[config.mk]
export PLATFORM = sky130hd
export DESIGN_NAME = bwt_queue
export DESIGN_NICKNAME = d
export VERILOG_FILES = /design/src/rtl/bwt_pkg.sv /design/src/rtl/bwt_queue.sv
export SDC_FILE = /design/constraint.sdc
export NUM_CORES = 1
export LEC_CHECK = 0
export BUFFER_PORTS_ARGS = -buffer_cell sky130_fd_sc_hd__buf_2
export CAP_MARGIN = 40
export CORE_MARGIN = 2
export CORE_UTILIZATION = 30
export CTS_CLUSTER_DIAMETER = 40
export DETAILED_ROUTE_END_ITERATION = 8
export HOLD_SLACK_MARGIN = 0.03
export PLACE_DENSITY_LB_ADDON = 0.12
export SKIP_LAST_GASP = 1
export SYNTH_ARGS = -nofsm -noshare
export SYNTH_HDL_FRONTEND = slang
export SYNTH_SLANG_ARGS = --single-unit
export TNS_END_PERCENT = 5
[constraint.sdc]
create_clock -name clk -period 4.4 [get_ports clk]
set_clock_uncertainty 0.05 [all_clocks]
set_input_delay 0.88 -clock clk [delete_from_list [all_inputs] [get_ports clk]]
set_output_delay 0.88 -clock clk [all_outputs]
set_load 0.01 [all_outputs]
[src/rtl/bwt_pkg.sv]
// ----------------------------------------------------------------------------
// bwt_pkg: shared types and constants of the binary window threshold filter
// Sizes of the line store, the counters and the decoupling queue, register
// codes, and the word that travels from the front part to the back part.
// ----------------------------------------------------------------------------
package bwt_pkg;

    // Largest supported image side and the widths that follow from it.
    localparam int MAX_SIZE = 2048;
    localparam int COL_W    = $clog2(MAX_SIZE);
    localparam int SIZE_W   = $clog2(MAX_SIZE + 1);

    // Window geometry: a 5x5 window needs four stored rows.
    localparam int WIN_SIDE  = 5;
    localparam int WIN_BITS  = WIN_SIDE * WIN_SIDE;
    localparam int LS_ROWS   = WIN_SIDE - 1;
    localparam int COUNT_W   = $clog2(WIN_BITS + 1);

    // Configuration register widths and reset values.
    localparam int IMG_W          = 12;
    localparam int MINC_W         = 5;
    localparam int CFG_DATA_W     = 12;
    localparam int CFG_IDX_W      = 2;
    localparam int SIZE_RESET     = 2048;
    localparam int MINC_RESET     = 15;

    // Decoupling queue between the front and back parts.
    localparam int QUEUE_DEPTH = 2;
    localparam int QPTR_W      = (QUEUE_DEPTH > 1) ? $clog2(QUEUE_DEPTH) : 1;
    localparam int QCNT_W      = $clog2(QUEUE_DEPTH + 1);

    // Register indexes of the configuration port.
    typedef enum logic [CFG_IDX_W-1:0] {
        REG_IMAGE_SIZE = 2'd0,
        REG_MIN_COUNT  = 2'd1
    } bwt_reg_t;

    // Controls from the register block to the front part.
    typedef struct packed {
        logic [SIZE_W-1:0] size;     // clamped image side
        logic              restart;  // a size write restarts the frame
    } bwt_front_ctl_t;

    // One classified pixel, as queued between the two parts.
    typedef struct packed {
        logic             pixel;
        logic [COL_W-1:0] col;
        logic             emit;      // a full window ends here
        logic             last;      // final output pixel of the frame
    } bwt_word_t;

endpackage

[src/rtl/bwt_queue.sv]
// ----------------------------------------------------------------------------
// bwt_queue: short FIFO between the front and back parts
// Holds classified words so that intake and processing stall independently.
// ----------------------------------------------------------------------------
module bwt_queue (
    input  logic               clk,
    input  logic               rst_n,
    input  logic               push,
    input  bwt_pkg::bwt_word_t push_word,
    input  logic               pop,
    output logic               full,
    output logic               head_valid,
    output bwt_pkg::bwt_word_t head_word
);
    import bwt_pkg::*;

    bwt_word_t         entry_reg [QUEUE_DEPTH];
    logic [QPTR_W-1:0] wr_ptr_reg, wr_ptr_next;
    logic [QPTR_W-1:0] rd_ptr_reg, rd_ptr_next;
    logic [QCNT_W-1:0] count_reg, count_next;
    logic              do_pop;

    assign full       = (count_reg == QCNT_W'(QUEUE_DEPTH));
    assign head_valid = (count_reg != '0);
    assign head_word  = entry_reg[rd_ptr_reg];
    assign do_pop     = pop && head_valid;

    // Pointer and fill bookkeeping.
    always_comb
    begin
        wr_ptr_next = wr_ptr_reg;
        rd_ptr_next = rd_ptr_reg;
        count_next  = count_reg;
        if (push)
        begin
            wr_ptr_next = (wr_ptr_reg == QPTR_W'(QUEUE_DEPTH - 1)) ? '0
                                                                   : wr_ptr_reg + QPTR_W'(1);
        end
        if (do_pop)
        begin
            rd_ptr_next = (rd_ptr_reg == QPTR_W'(QUEUE_DEPTH - 1)) ? '0
                                                                   : rd_ptr_reg + QPTR_W'(1);
        end
        if (push && !do_pop)
        begin
            count_next = count_reg + QCNT_W'(1);
        end
        else if (!push && do_pop)
        begin
            count_next = count_reg - QCNT_W'(1);
        end
    end

    always_ff @(posedge clk or negedge rst_n)
    begin
        if (!rst_n)
        begin
            wr_ptr_reg <= '0;
            rd_ptr_reg <= '0;
            count_reg  <= '0;
        end
        else
        begin
            wr_ptr_reg <= wr_ptr_next;
            rd_ptr_reg <= rd_ptr_next;
            count_reg  <= count_next;
        end
    end

    // Entry storage.
    always_ff @(posedge clk)
    begin
        if (push)
        begin
            entry_reg[wr_ptr_reg] <= push_word;
        end
    end

    // The front never writes into a full queue.
    a_no_overflow: assert property (@(posedge clk) disable iff (!rst_n)
        full |-> !push)
        else $error("push into a full queue");

endmodule

Word level (Yosys, flattened, before mapping)
Memories as Yosys holds them, arrays and structs flattened.
Index checks and enable logic that the tools add are counted.
{"block": "totals", "inputBits": 18, "ramBits": 28, "latchBits": 0, "n_memories": 1, "output_inout_bits": 16, "mem_bits_ro": 0, "elab_cells": 22, "regBits": 4}
{"name": "entry_reg", "words": 2, "word_bits": 14, "rd": 1, "rd_clocked_by_memory_dff": 0, "wr": 1, "line": "bwt_queue.sv:17", "rtl": "bwt_word_t entry_reg [QUEUE_DEPTH];"}
{"block": "classes", "n_bitwise": 0, "n_addsub": 4, "eq_ne": 1, "multipliers": 0, "shifts": 0, "div_mod_pow": 0, "reduce_logical": 7, "n_lt_le_gt_ge": 0, "mux": 6}
{"cell": "two-way mux 1 bit", "n": 4}
{"cell": "two-way mux 2 bit", "n": 2}
{"cell": "nonzero test 2 bit", "n": 2}
{"cell": "logical AND 1 bit", "n": 3}
{"cell": "adder 1 bit, second input constant", "n": 2}
{"cell": "adder 2 x 1 -> 2 bit, second input constant", "n": 1}
{"cell": "== test 2 bit, second input constant", "n": 1}
{"cell": "zero test 1 bit", "n": 2}
{"cell": "subtractor 2 x 1 -> 2 bit, second input constant", "n": 1}

Logic depth before layout (Yosys ltp)
{"block": "depth", "depth_word": 5, "mapped_depth": 6, "ltp_nobuf": 6}

Worst setup path after synthesis
No wires, ideal clock.
{"block": "synth_path", "kind": "input to register", "start": "input push", "end": "memory entry_reg[0][0] (netlist name) (enable)", "t_arrival_ns": 1.559, "n_path_buf": 0, "path_stages": 1, "required_time_ns": 3.964, "setup_ns": 0.386, "path_slack_ns": 2.405, "cell_sequence": "nor2b_1"}
{"block": "synth_between", "elab_chain_cells": 2}
{"item": "from (decl)", "line": "bwt_queue.sv:8", "rtl": "input logic push,"}
{"item": "two-way mux 1 bit", "line": "bwt_queue.sv:73", "rtl": "if (push)"}
{"item": "two-way mux 1 bit (not written as such)", "line": "bwt_queue.sv:75", "rtl": "entry_reg[wr_ptr_reg] <= push_word;"}
{"item": "to (decl)", "line": "bwt_queue.sv:17"}
Every way passes these cells.

==> metrics.md <==
| Metric | Value |
|---|---|
| Status | `finished, final reports clean` |
| TritonCTS clock tree | `done` |
| Post-layout nets | `118` |
| HPWL Detailed | `1240 microns` |
| Final Hold Viols | `0` |
| Most common cell after layout, fill and taps aside | `buf_2` |
| Syn_nets | `79` |
| Pwr per Cell Area | `615 mW/mm^2` |
| Max-slew headroom | `46.6%` |
| Yosys cell types | `14` |
| DRT antenna net count | `0` |
| Clock Sink Count | `32` |
| Core Region | `0.00403 sq mm` |
| Wire length per cell | `12.0 microns` |
| CTS Buf Count | `5` |
| Post-synthesis cell area | `0.00126 sq mm` |
| Pin count of the biggest net entering global routing | `16` |
| Crit end category | `primary output` |
| Initial antenna violation count | `0` |
| Worst reg2reg startpoint | `wr_ptr_reg$_DFFE_PN0P_` |
| Die footprint | `0.00473 sq mm` |
| Gpl congestion | `0.597` |
| Port bufs | `33` |
| Ys Warns | `0` |
| Max Cap Viol | `0` |
| Total power | `0.000950 W` |
| Ports | `34` |
| Register area share after synthesis | `74.8%` |
| DR iter-0 viols | `14` |
| VDD IR max | `0.000236 V` |
| Fin crit period | `2.61 ns` |
| Endpoints failing setup | `0` |
| Vias in the first global route | `583` |
| DRC viols | `0` |
| Setup_tns | `0 ns` |
| H-tree depth | `2` |
| Worst Reg2Reg Path Length in Cells | `2` |
| Fmax | `0.383 GHz` |
| CTS-repair resized insts | `0` |
| Synthesized instance count | `60` |
| Hold_buf cts | `0` |
| WL final | `1810 microns` |
| Final period util | `59.3%` |
| CP Launch Type | `register` |
| Vias per cell | `4.09` |
| Worst slew pin tran | `0.801 ns` |
| RSZ-0062 raised after global routing | `false` |
| CTS Buffer Depth | `2` |
| Layout area overhead | `22.8%` |
| HP Class | `input pin to asynchronous set/reset pin` |
| Worst EP required | `3.47 ns` |
| Aggregate global-route resource usage | `8.44%` |
| Starting density of the core | `31.2%` |
| DRT Pass-1 Iters | `3` |
| Die span in x | `68.7 microns` |
| Clk slew on worst S/H paths | `0.06 ns` |
| WS Path Type | `register to primary output` |
| Fin. max-slew vios | `0` |
| Die span in y | `68.7 microns` |
| Rows | `23` |
| Yosys reg bits | `32` |
| Critical Path Start | `rd_ptr_reg$_DFFE_PN0P_` |
| R2r setup slk | `2.88 ns` |
| R2R Path End | `entry_reg[0][10]$_DFFE_PP_` |
| Syn avg cell area | `21.0 sq um` |
| Most frequent cells in the layout | `buf_2 (33), edfxtp_1 (28), mux2_4 (9)` |
| Root buf cell | `clkbuf_8` |
| Worst skew pair latency | `0.27 ns` |
| Post-CTS setup buffer count | `0` |
| CP Max Fanout | `15` |
| Arr. time, crit path | `1.68 ns` |
| Share of cells above drive strength 1 | `57.0%` |
| Global-route wire length before repair | `2670 microns` |
| N_diodes | `0` |
| Pleak | `0.625 nW` |
| Vias | `614` |
| Largest register FFs | `28` |
| GRT overflow | `0` |
-- cells in the mapped netlist, drive strengths merged --
| library cell | count | share of area (%) |
|---|---|---|
| edfxtp | 28 | 67 |
| mux2 | 14 | 15 |
| dfrtp | 4 | 8.0 |
| xor2 | 3 | 2.1 |
| buf | 2 | 2.5 |
| nor2b | 2 | 0.99 |
| xnor2 | 2 | 1.4 |
| and2 | 1 | 0.50 |
| ha | 1 | 0.99 |
| nand2 | 1 | 0.50 |
| nor2 | 1 | 0.30 |
| or2 | 1 | 0.70 |
-- worst max-delay path, stage by stage, from the launching register on --
cell and delay [ns]:
dfrtp_1 0.86, mux2_2 0.41, buf_2 0.14
-- logic make-up after synthesis --
| logic type | Yosys count | synth area share (%) |
|---|---|---|
| xor+xnor | 5 | 3.48 |
| fa+ha+maj | 1 | 0.995 |
| buf+inv | 2 | 2.49 |
| flops | 32 | 74.8 |
| mux | 14 | 15.2 |
| simple gates | 6 | 2.99 |
-- final cells by class --
class | count | area, sq um
Fill cell | 404 | 2480
Sequential cell | 32 | 941
Multi-Input combinational cell | 26 | 285
Timing Repair Buffer | 34 | 173
Clock buffer | 5 | 68.8
Tap cell | 50 | 62.6
Clock inverter | 3 | 13.8
-- per-layer routing --
metal	track usage, %	vias to the layer above	share of wire [%]	wire length, microns
li1	-	303	-	-
met1	9.33	289	41	749
met2	13.0	20	49	889
met3	4.71	2	8.3	149
met4	4.41	0	1.0	18
met5	0	-	0	0
-- worst max path at each step --
stage | endpoint | depth (start not counted)
floorplan | entry_reg[0][0]$_DFFE_PP_ | 1
global placement | head_word[13] | 2
detailed placement | head_word[2] | 2
CTS | head_word[13] | 2
global route | head_word[2] | 2
finish | head_word[2] | 2
-- through the flow --
step	cells	hold slack (ns)	worst slack (ns)	utilization, %	instance area, sq um
2_1_floorplan	60	0.405	2.41	-	1260
3_3_place_gp	142	0.421	2.04	36.3	1460
3_5_place_dp	142	0.431	2.04	36.3	1460
4_1_cts	150	0.350	1.74	38.3	1540
5_1_grt	150	0.348	1.67	38.3	1540
6_report	150	0.358	1.79	38.3	1540
-- where the power goes --
part           switching, W  internal, W  total, W
registers         0.0000588     0.000409  0.000468
clock network     0.0000959     0.000107  0.000203
logic              0.000117     0.000163  0.000279
total              0.000271     0.000679  0.000950
No activity file was read; power rests on OpenSTA's default activity.
