===== src/rtl/bwt_pkg.sv =====
// ----------------------------------------------------------------------------
// bwt_pkg: shared types and constants of the binary window threshold filter
// Sizes of the line store, the counters and the decoupling queue, register
// codes, and the word that travels from the front part to the back part.
// ----------------------------------------------------------------------------
package bwt_pkg;

    // Largest supported image side and the widths that follow from it.
    localparam int MAX_SIZE = 2048;
    localparam int COL_W    = $clog2(MAX_SIZE);
    localparam int SIZE_W   = $clog2(MAX_SIZE + 1);

    // Window geometry: a 5x5 window needs four stored rows.
    localparam int WIN_SIDE  = 5;
    localparam int WIN_BITS  = WIN_SIDE * WIN_SIDE;
    localparam int LS_ROWS   = WIN_SIDE - 1;
    localparam int COUNT_W   = $clog2(WIN_BITS + 1);

    // Configuration register widths and reset values.
    localparam int IMG_W          = 12;
    localparam int MINC_W         = 5;
    localparam int CFG_DATA_W     = 12;
    localparam int CFG_IDX_W      = 2;
    localparam int SIZE_RESET     = 2048;
    localparam int MINC_RESET     = 15;

    // Decoupling queue between the front and back parts.
    localparam int QUEUE_DEPTH = 2;
    localparam int QPTR_W      = (QUEUE_DEPTH > 1) ? $clog2(QUEUE_DEPTH) : 1;
    localparam int QCNT_W      = $clog2(QUEUE_DEPTH + 1);

    // Register indexes of the configuration port.
    typedef enum logic [CFG_IDX_W-1:0] {
        REG_IMAGE_SIZE = 2'd0,
        REG_MIN_COUNT  = 2'd1
    } bwt_reg_t;

    // Controls from the register block to the front part.
    typedef struct packed {
        logic [SIZE_W-1:0] size;     // clamped image side
        logic              restart;  // a size write restarts the frame
    } bwt_front_ctl_t;

    // One classified pixel, as queued between the two parts.
    typedef struct packed {
        logic             pixel;
        logic [COL_W-1:0] col;
        logic             emit;      // a full window ends here
        logic             last;      // final output pixel of the frame
    } bwt_word_t;

endpackage


===== src/rtl/bwt_channels.sv =====
// ----------------------------------------------------------------------------
// bwt_channels: valid/ready channels of the binary window threshold filter
// The pixel channel carries one input pixel per word, the result channel one
// filtered output pixel with its end-of-frame flag.
// ----------------------------------------------------------------------------
interface bwt_in_if;
    logic valid;
    logic ready;
    logic pixel;

    modport source (output valid, output pixel, input ready);
    modport sink   (input valid, input pixel, output ready);
endinterface



===== src/rtl/bwt_front.sv =====
// ----------------------------------------------------------------------------
// bwt_front: pixel intake and classification
// Accepts pixels, tracks row and column in the frame, marks where a full
// window ends and where the frame's last output lies, and queues each word.
// ----------------------------------------------------------------------------
module bwt_front (
    input  logic                   clk,
    input  logic                   rst_n,
    input  bwt_pkg::bwt_front_ctl_t ctl,
    bwt_in_if.sink                 pixels,
    input  logic                   q_full,
    output logic                   push,
    output bwt_pkg::bwt_word_t     push_word
);
    import bwt_pkg::*;

    logic [COL_W-1:0] col_reg, col_next;
    logic [COL_W-1:0] row_reg, row_next;
    logic [COL_W-1:0] col_cur, row_cur;
    logic             col_end, row_end;
    logic             accept;

    assign pixels.ready = !q_full;
    assign accept       = pixels.valid && !q_full;
    assign push         = accept;

    // Current position, guarded against a counter beyond the frame.
    always_comb
    begin
        col_cur = (SIZE_W'(col_reg) >= ctl.size) ? '0 : col_reg;
        row_cur = (SIZE_W'(row_reg) >= ctl.size) ? '0 : row_reg;
        col_end = (SIZE_W'(col_cur) == ctl.size - SIZE_W'(1));
        row_end = (SIZE_W'(row_cur) == ctl.size - SIZE_W'(1));
    end

    // Classification of the accepted pixel.
    always_comb
    begin
        push_word.pixel = pixels.pixel;
        push_word.col   = col_cur;
        push_word.emit  = (row_cur >= COL_W'(LS_ROWS)) && (col_cur >= COL_W'(LS_ROWS));
        push_word.last  = row_end && col_end;
    end

    // Raster position advance with wrap at row and frame end.
    always_comb
    begin
        col_next = col_reg;
        row_next = row_reg;
        if (ctl.restart)
        begin
            col_next = '0;
            row_next = '0;
        end
        else if (accept)
        begin
            if (col_end)
            begin
                col_next = '0;
                row_next = row_end ? '0 : row_cur + COL_W'(1);
            end
            else
            begin
                col_next = col_cur + COL_W'(1);
                row_next = row_cur;
            end
        end
    end

    always_ff @(posedge clk or negedge rst_n)
    begin
        if (!rst_n)
        begin
            col_reg <= '0;
            row_reg <= '0;
        end
        else
        begin
            col_reg <= col_next;
            row_reg <= row_next;
        end
    end

    // The position stays inside the frame.
    a_col_in_frame: assert property (@(posedge clk) disable iff (!rst_n)
        SIZE_W'(col_reg) < ctl.size && SIZE_W'(row_reg) < ctl.size)
        else $error("front position outside the frame");

    // The frame's last output is always an emitting position.
    a_last_emits: assert property (@(posedge clk) disable iff (!rst_n)
        push && push_word.last |-> push_word.emit)
        else $error("last flag on a border position");

endmodule


===== src/flat_wrapper.sv =====
// flat-port wrapper written by rule: the top's interface ports become plain ports
module bwt_front_flat import bwt_pkg::*;
  (clk, rst_n, ctl, q_full, push, push_word, pixels_valid, pixels_pixel, pixels_ready);
  bwt_in_if pixels_i ();
  input  logic clk;
  input  logic rst_n;
  input  bwt_pkg::bwt_front_ctl_t ctl;
  input  logic q_full;
  output logic push;
  output bwt_pkg::bwt_word_t push_word;
  input wire logic [$bits(pixels_i.valid)-1:0] pixels_valid;
  input wire logic [$bits(pixels_i.pixel)-1:0] pixels_pixel;
  output wire logic [$bits(pixels_i.ready)-1:0] pixels_ready;
  assign pixels_i.valid = pixels_valid;
  assign pixels_i.pixel = pixels_pixel;
  assign pixels_ready = pixels_i.ready;
  bwt_front u_core (.clk(clk), .rst_n(rst_n), .ctl(ctl), .pixels(pixels_i), .q_full(q_full), .push(push), .push_word(push_word));
endmodule

===== config.mk =====
export PLATFORM = sky130hd
export DESIGN_NAME = bwt_front_flat
export DESIGN_NICKNAME = d
export VERILOG_FILES = /design/src/rtl/bwt_pkg.sv /design/src/rtl/bwt_channels.sv /design/src/rtl/bwt_front.sv /design/src/flat_wrapper.sv
export SDC_FILE = /design/constraint.sdc
export NUM_CORES = 1
export LEC_CHECK = 0
export ABC_AREA = 1
export BUFFER_PORTS_ARGS = -buffer_cell sky130_fd_sc_hd__buf_2
export CAP_MARGIN = 20
export CORE_MARGIN = 2
export CORE_UTILIZATION = 55
export CTS_BUF_LIST = sky130_fd_sc_hd__clkbuf_16
export DETAILED_ROUTE_END_ITERATION = 16
export HOLD_SLACK_MARGIN = 0.12
export PLACE_DENSITY = 0.78
export SKIP_CTS_REPAIR_TIMING = 1
export SYNTH_ARGS = -nofsm -noshare
export SYNTH_HDL_FRONTEND = slang
export SYNTH_SLANG_ARGS = --single-unit

===== constraint.sdc =====
create_clock -name clk -period 4.17 [get_ports clk]
set_clock_uncertainty 0.1 [all_clocks]
set_input_delay 1.251 -clock clk [delete_from_list [all_inputs] [get_ports clk]]
set_output_delay 1.251 -clock clk [all_outputs]
set_load 0.01 [all_outputs]

Word-level counts from Yosys, hierarchy flattened
Index checks and enable logic that the tools add are counted.

storage, ports and cells
  register bits = 22
  latch bits = 0
  bits in writable memories = 0
  ROM bits = 0
  bits of input ports = 18
  output and inout bits = 16
  logic and storage cells = 25
  memories kept = 0

operators by class
  $add $sub $neg = 3
  $mul = 0
  divide/modulo/power cells = 0
  $lt $le $gt $ge = 4
  equal/unequal tests = 2
  shift operators = 0
  mux-type cells = 9
  bitwise operators = 0
  reduce and logical (&&, ||, !) cells = 5

operator list
  kind                                                  count
  two-way mux 11 bit                                    9
  == test 11 x 12 -> 1 bit                              2
  >= comparator 11 x 12 -> 1 bit                        2
  adder 11 x 1 -> 11 bit, second input constant         2
  >= comparator 11 x 3 -> 1 bit, second input constant  2
  subtractor 12 x 1 -> 12 bit, second input constant    1
  logical AND 1 bit                                     3
  nonzero test 2 bit                                    1
  zero test 1 bit                                       1

Logic depth before layout (Yosys ltp)
  word-level depth = 7
  depth in mapped cells = 22
  mapped depth without buffers = 22

Worst setup path before layout
OpenSTA, ideal clock, no wires.

  path type = input -> output
  start point = input ctl[8] (netlist name)
  end point = output push_word[0] (netlist name)
  arrival = 2.960 ns
  path slack = -0.141 ns
  stages on the path = 16
  path buffers = 1
  cells stage by stage = inv_1 > ha_1 > nand2_1 > inv_1 > nand2_1 > nand2_1 > a21oi_4 > buf_2 > nand3_2 > nand2_1 > nand2_1 > nor2_1 > nand2_1 > nor2_1 > nand2_1 > nor2_1

RTL lines
  item             RTL line            text
  start, declared  flat_wrapper.sv:7   input bwt_pkg::bwt_front_ctl_t ctl;
  end, declared    flat_wrapper.sv:10  output bwt_pkg::bwt_word_t push_word;

==> results.md <==
Run status
• **run status** finished with violations
• **failing checks** negative setup slack

Clocking
• **Clock Path Buffers** 2
• **number of CTS-inserted buffers** 3
• **CTS Root Buffer Type** sky130_fd_sc_hd__clkbuf_16
• **clock insertion delay at the later pin of the skew report** 0.26 ns
• **TritonCTS clock tree** done
• **number of levels the H-tree was split into** 1
• **Clock Pin Slew Worst Setup and Hold Paths** 0.06 ns
• **Num Clock Sinks** 22

Global route
• **wire length of the first global-routing pass** 18.2 mm
• **grt ovf** 0
• **number of global-route vias before repair** 3861
• **antenna violations before repair** 0
• **pin count of the biggest net entering global routing** 23
• **global-route usage over all layers** 36.5%

Synth
• **Main synth FF type** sky130_fd_sc_hd__dfrtp_1
• **cell with the most instances after synthesis** sky130_fd_sc_hd__nand2_1
• **Synth area leaders** sky130_fd_sc_hd__nand2_1 22%, sky130_fd_sc_hd__dfrtp_1 17%, sky130_fd_sc_hd__ha_1 10%, sky130_fd_sc_hd__inv_1 9.1%, sky130_fd_sc_hd__nor2_1 6.3%
• **proportion of netlist area held by the largest area contributor** 21.6%
• **FFs w/ async S/R, synth** 100%
• **EDFF count, synth** 0
• **commonest cells in the netlist** 185 x sky130_fd_sc_hd__nand2_1, 78 x sky130_fd_sc_hd__inv_1, 54 x sky130_fd_sc_hd__nor2_1
• **Post-Syn Nets** 569
• **mean cell area of the mapped netlist** 6.12 um^2
• **#FFs+latches synth** 22
• **Cells after Synth** 525
• **number of distinct library cell variants in the gate-level netlist after synthesis** 32
• **summed instance area of the synthesized netlist** 3210 um^2
• **sequential cell area fraction in the yosys report** 17.1%
• **count of synthesis-stage warnings from yosys** 0
• **library cell occupying the most area in the post-synthesis netlist** sky130_fd_sc_hd__nand2_1

Die
• **Core Region** 5570 um^2
• **cell row count** 27
• **initial core utilization** 57.6%
• **I/O pins** 34
• **Die Area** 6470 um^2
• **horizontal die dimension** 80.4 um
• **die height** 80.4 um

Finish
• **final core occ** 90.0%
• **count of non-filler cells in the finished layout** 745
• **Layout area overhead** 56.3%
• **final instance area** 5020 um^2
• **layout filler cell count** 249
• **Reg area** 551 um^2
• **final layout net count** 719
• **Ant. Diodes** 0
• **area of combinational cells with multiple inputs** 2780 um^2
• **layout cells sized above 1** 42.2%

Worst setup path
• **Cell Chain, Critical Path** buf_4 -> buf_4 -> nor2_1 -> nand2_1 -> nor2_4 -> nand3_1 -> nand2_1 -> inv_1 -> nand2_2 -> nand2_2 -> nor2_2 -> nand2_1 -> nor2_2 -> nand2_2 -> nor2_2 -> buf_2
• **Critical Path RT** 2.82 ns
• **CP Launch Type** input port
• **RR Endpoint** u_core.row_reg[10]$_DFFE_PN0P_
• **Setup crit end kind** output pin
• **Worst EP arrival** 3.48 ns
• **number of cells on the critical path** 16
• **setup slack of the most critical reg-to-reg path** 0.65 ns
• **source of the critical timing path** ctl[7]
• **critical path's slowest cell** sky130_fd_sc_hd__nand3_1
• **buffer and inverter count on the worst path** 4
• **Critical Path Fanout Max** 3
• **capture point of the critical path** push_word[0]
• **kind of cell with the highest combined delay on the critical path** simple AND/OR/NAND/NOR gates
• **highest cell delay on the worst timing path** 0.26 ns
• **number of cells on the worst reg-to-reg path** 19
• **Critical R2R Launch** u_core.row_reg[7]$_DFFE_PN0P_
• **crit path kind** in2out

Routing
• **Detailed Routing Iterations Pass 1** 7
• **routed length per placed instance** 21.6 um
• **vias** 4778
• **DRC violation count after routing** 0
• **final wirelength** 16.1 mm
• **remaining antenna violation count** 0
• **detailed router's first-iteration violation count** 1124
• **Via density** 6.41

Pwr
• **combinational share of power** 34.5%
• **Overall Power** 0.000657 W
• **power density normalized to cell area** 131 nW/um^2
• **sequential cell fraction of total power** 33.0%
• **Peak supply drop** 200 uV
• **Sw Share** 34.4%
• **internal power** 0.000431 W
• **Switching Power** 0.000226 W
• **Clk network pwr share** 32.5%
• **leakage power** 2.66 nW

Placement
• **estimated wirelength of the detail-placed design** 9.11 mm
• **placed instance area** 4220 um^2
• **routability cong.** 0.982
• **number of cells after detailed placement** 718
• **port buffer count** 31

Hold path
• **cell depth of the worst hold path** 2
• **path type of the worst min-delay path** reg2reg

STA
• **number of pins with negative max-slew slack in the final report** 0
• **slew at the pin closest to its max-slew limit** 0.696 ns
• **slack of the critical path** -0.663 ns
• **unrepaired setup endpoints after global routing** true
• **maximum clock rate** 207 MHz
• **Final Hold Viols** 0
• **final critical delay including setup and external delays** 4.83 ns
• **worst relative slew slack** 53.4%
• **share of the clock period used by the worst path after layout** 116%
• **final number of setup-violating endpoints** 13

Job
• **max capacitance violation total** 0

-- cell type report --
type | instances | area share [%]
inverter | 83 | 6.61
clock buffer | 3 | 1.50
sequential | 22 | 11.0
tap | 72 | 1.80
multi-input combinational | 413 | 55.3
timing repair buffer | 152 | 23.8
-- worst min-delay path by stage --
stage | from | endpoint
global route | u_core.row_reg[0]$_DFFE_PN0P_ | u_core.row_reg[0]$_DFFE_PN0P_
finish | u_core.row_reg[0]$_DFFE_PN0P_ | u_core.row_reg[0]$_DFFE_PN0P_
global placement | u_core.row_reg[0]$_DFFE_PN0P_ | u_core.row_reg[0]$_DFFE_PN0P_
floorplan | u_core.row_reg[0]$_DFFE_PN0P_ | u_core.row_reg[0]$_DFFE_PN0P_
CTS | u_core.row_reg[0]$_DFFE_PN0P_ | u_core.row_reg[0]$_DFFE_PN0P_
detailed placement | u_core.row_reg[0]$_DFFE_PN0P_ | u_core.row_reg[0]$_DFFE_PN0P_
-- layer usage --
layer	share of wire [%]	vias up	global-route usage (%)
met3	15	182	4.72
met4	9.0	0	12.4
li1	-	2006	-
met2	43	500	63.0
met5	0	-	0
met1	33	2090	46.5
-- layout by cell type, fill, tap and decap left out, types with 7 or more instances in the layout --
| cell | n |
|---|---|
| sky130_fd_sc_hd__nand3_2 | 8 |
| sky130_fd_sc_hd__nor2_1 | 43 |
| sky130_fd_sc_hd__nand2_1 | 158 |
| sky130_fd_sc_hd__nand3_4 | 13 |
| sky130_fd_sc_hd__buf_6 | 10 |
| sky130_fd_sc_hd__ha_1 | 7 |
| sky130_fd_sc_hd__o21ai_0 | 14 |
| sky130_fd_sc_hd__xor2_1 | 10 |
| sky130_fd_sc_hd__inv_1 | 61 |
| sky130_fd_sc_hd__dfrtp_1 | 22 |
| sky130_fd_sc_hd__nand4_1 | 27 |
| sky130_fd_sc_hd__buf_2 | 26 |
| sky130_fd_sc_hd__ha_4 | 17 |
| sky130_fd_sc_hd__nor2_2 | 10 |
| sky130_fd_sc_hd__inv_2 | 16 |
| sky130_fd_sc_hd__buf_4 | 110 |
| sky130_fd_sc_hd__nand3_1 | 31 |
| sky130_fd_sc_hd__nor2_4 | 7 |
| sky130_fd_sc_hd__nand2_2 | 28 |
-- per-stage QoR --
stage / hold slack (ns) / setup WS, ns / setup TNS, ns
after floorplan: 0.378 / -0.0171 / -0.0171
after global placement: 0.420 / -0.469 / -1.01
after detailed placement: 0.421 / -0.530 / -1.50
after CTS: 0.436 / -0.543 / -1.59
after global routing: 0.495 / -0.719 / -3.20
final: 0.447 / -0.663 / -2.27
-- power by group through the flow --
stage / registers, W / clock network, W / logic (W)
after floorplan: 0.000220 / 0 / 0.0000855
after global placement: 0.000221 / 0 / 0.000166
after detailed placement: 0.000221 / 0 / 0.000171
after CTS: 0.000217 / 0.000210 / 0.000172
after global routing: 0.000217 / 0.000223 / 0.000241
final: 0.000217 / 0.000213 / 0.000226
-- kinds of logic after synthesis --
kind of cell | synth area share (%)
xor+xnor | 3.00
simple gates | 49.9
buf+inv | 12.3
flops | 17.1
compound gates | 7.52
fa+ha+maj | 10.1
-- worst register-to-register path: stages (launching register included) --
cell	delay, ns
sky130_fd_sc_hd__dfrtp_1	0.49
sky130_fd_sc_hd__ha_4	0.30
sky130_fd_sc_hd__a21oi_2	0.33
sky130_fd_sc_hd__nand2_2	0.16
sky130_fd_sc_hd__a21oi_4	0.25
sky130_fd_sc_hd__nand2_2	0.13
sky130_fd_sc_hd__inv_2	0.07
sky130_fd_sc_hd__nand2_2	0.05
sky130_fd_sc_hd__buf_4	0.15
sky130_fd_sc_hd__inv_1	0.05
sky130_fd_sc_hd__ha_1	0.24
sky130_fd_sc_hd__nand3_2	0.15
sky130_fd_sc_hd__nor2_2	0.19
sky130_fd_sc_hd__nand3_1	0.13
sky130_fd_sc_hd__nor2_1	0.23
sky130_fd_sc_hd__nand3_1	0.10
sky130_fd_sc_hd__nand2_1	0.08
sky130_fd_sc_hd__nand2_1	0.08
sky130_fd_sc_hd__nand2_1	0.06
sky130_fd_sc_hd__nand2_1	0.04
Power figures use the tool's default switching activity.
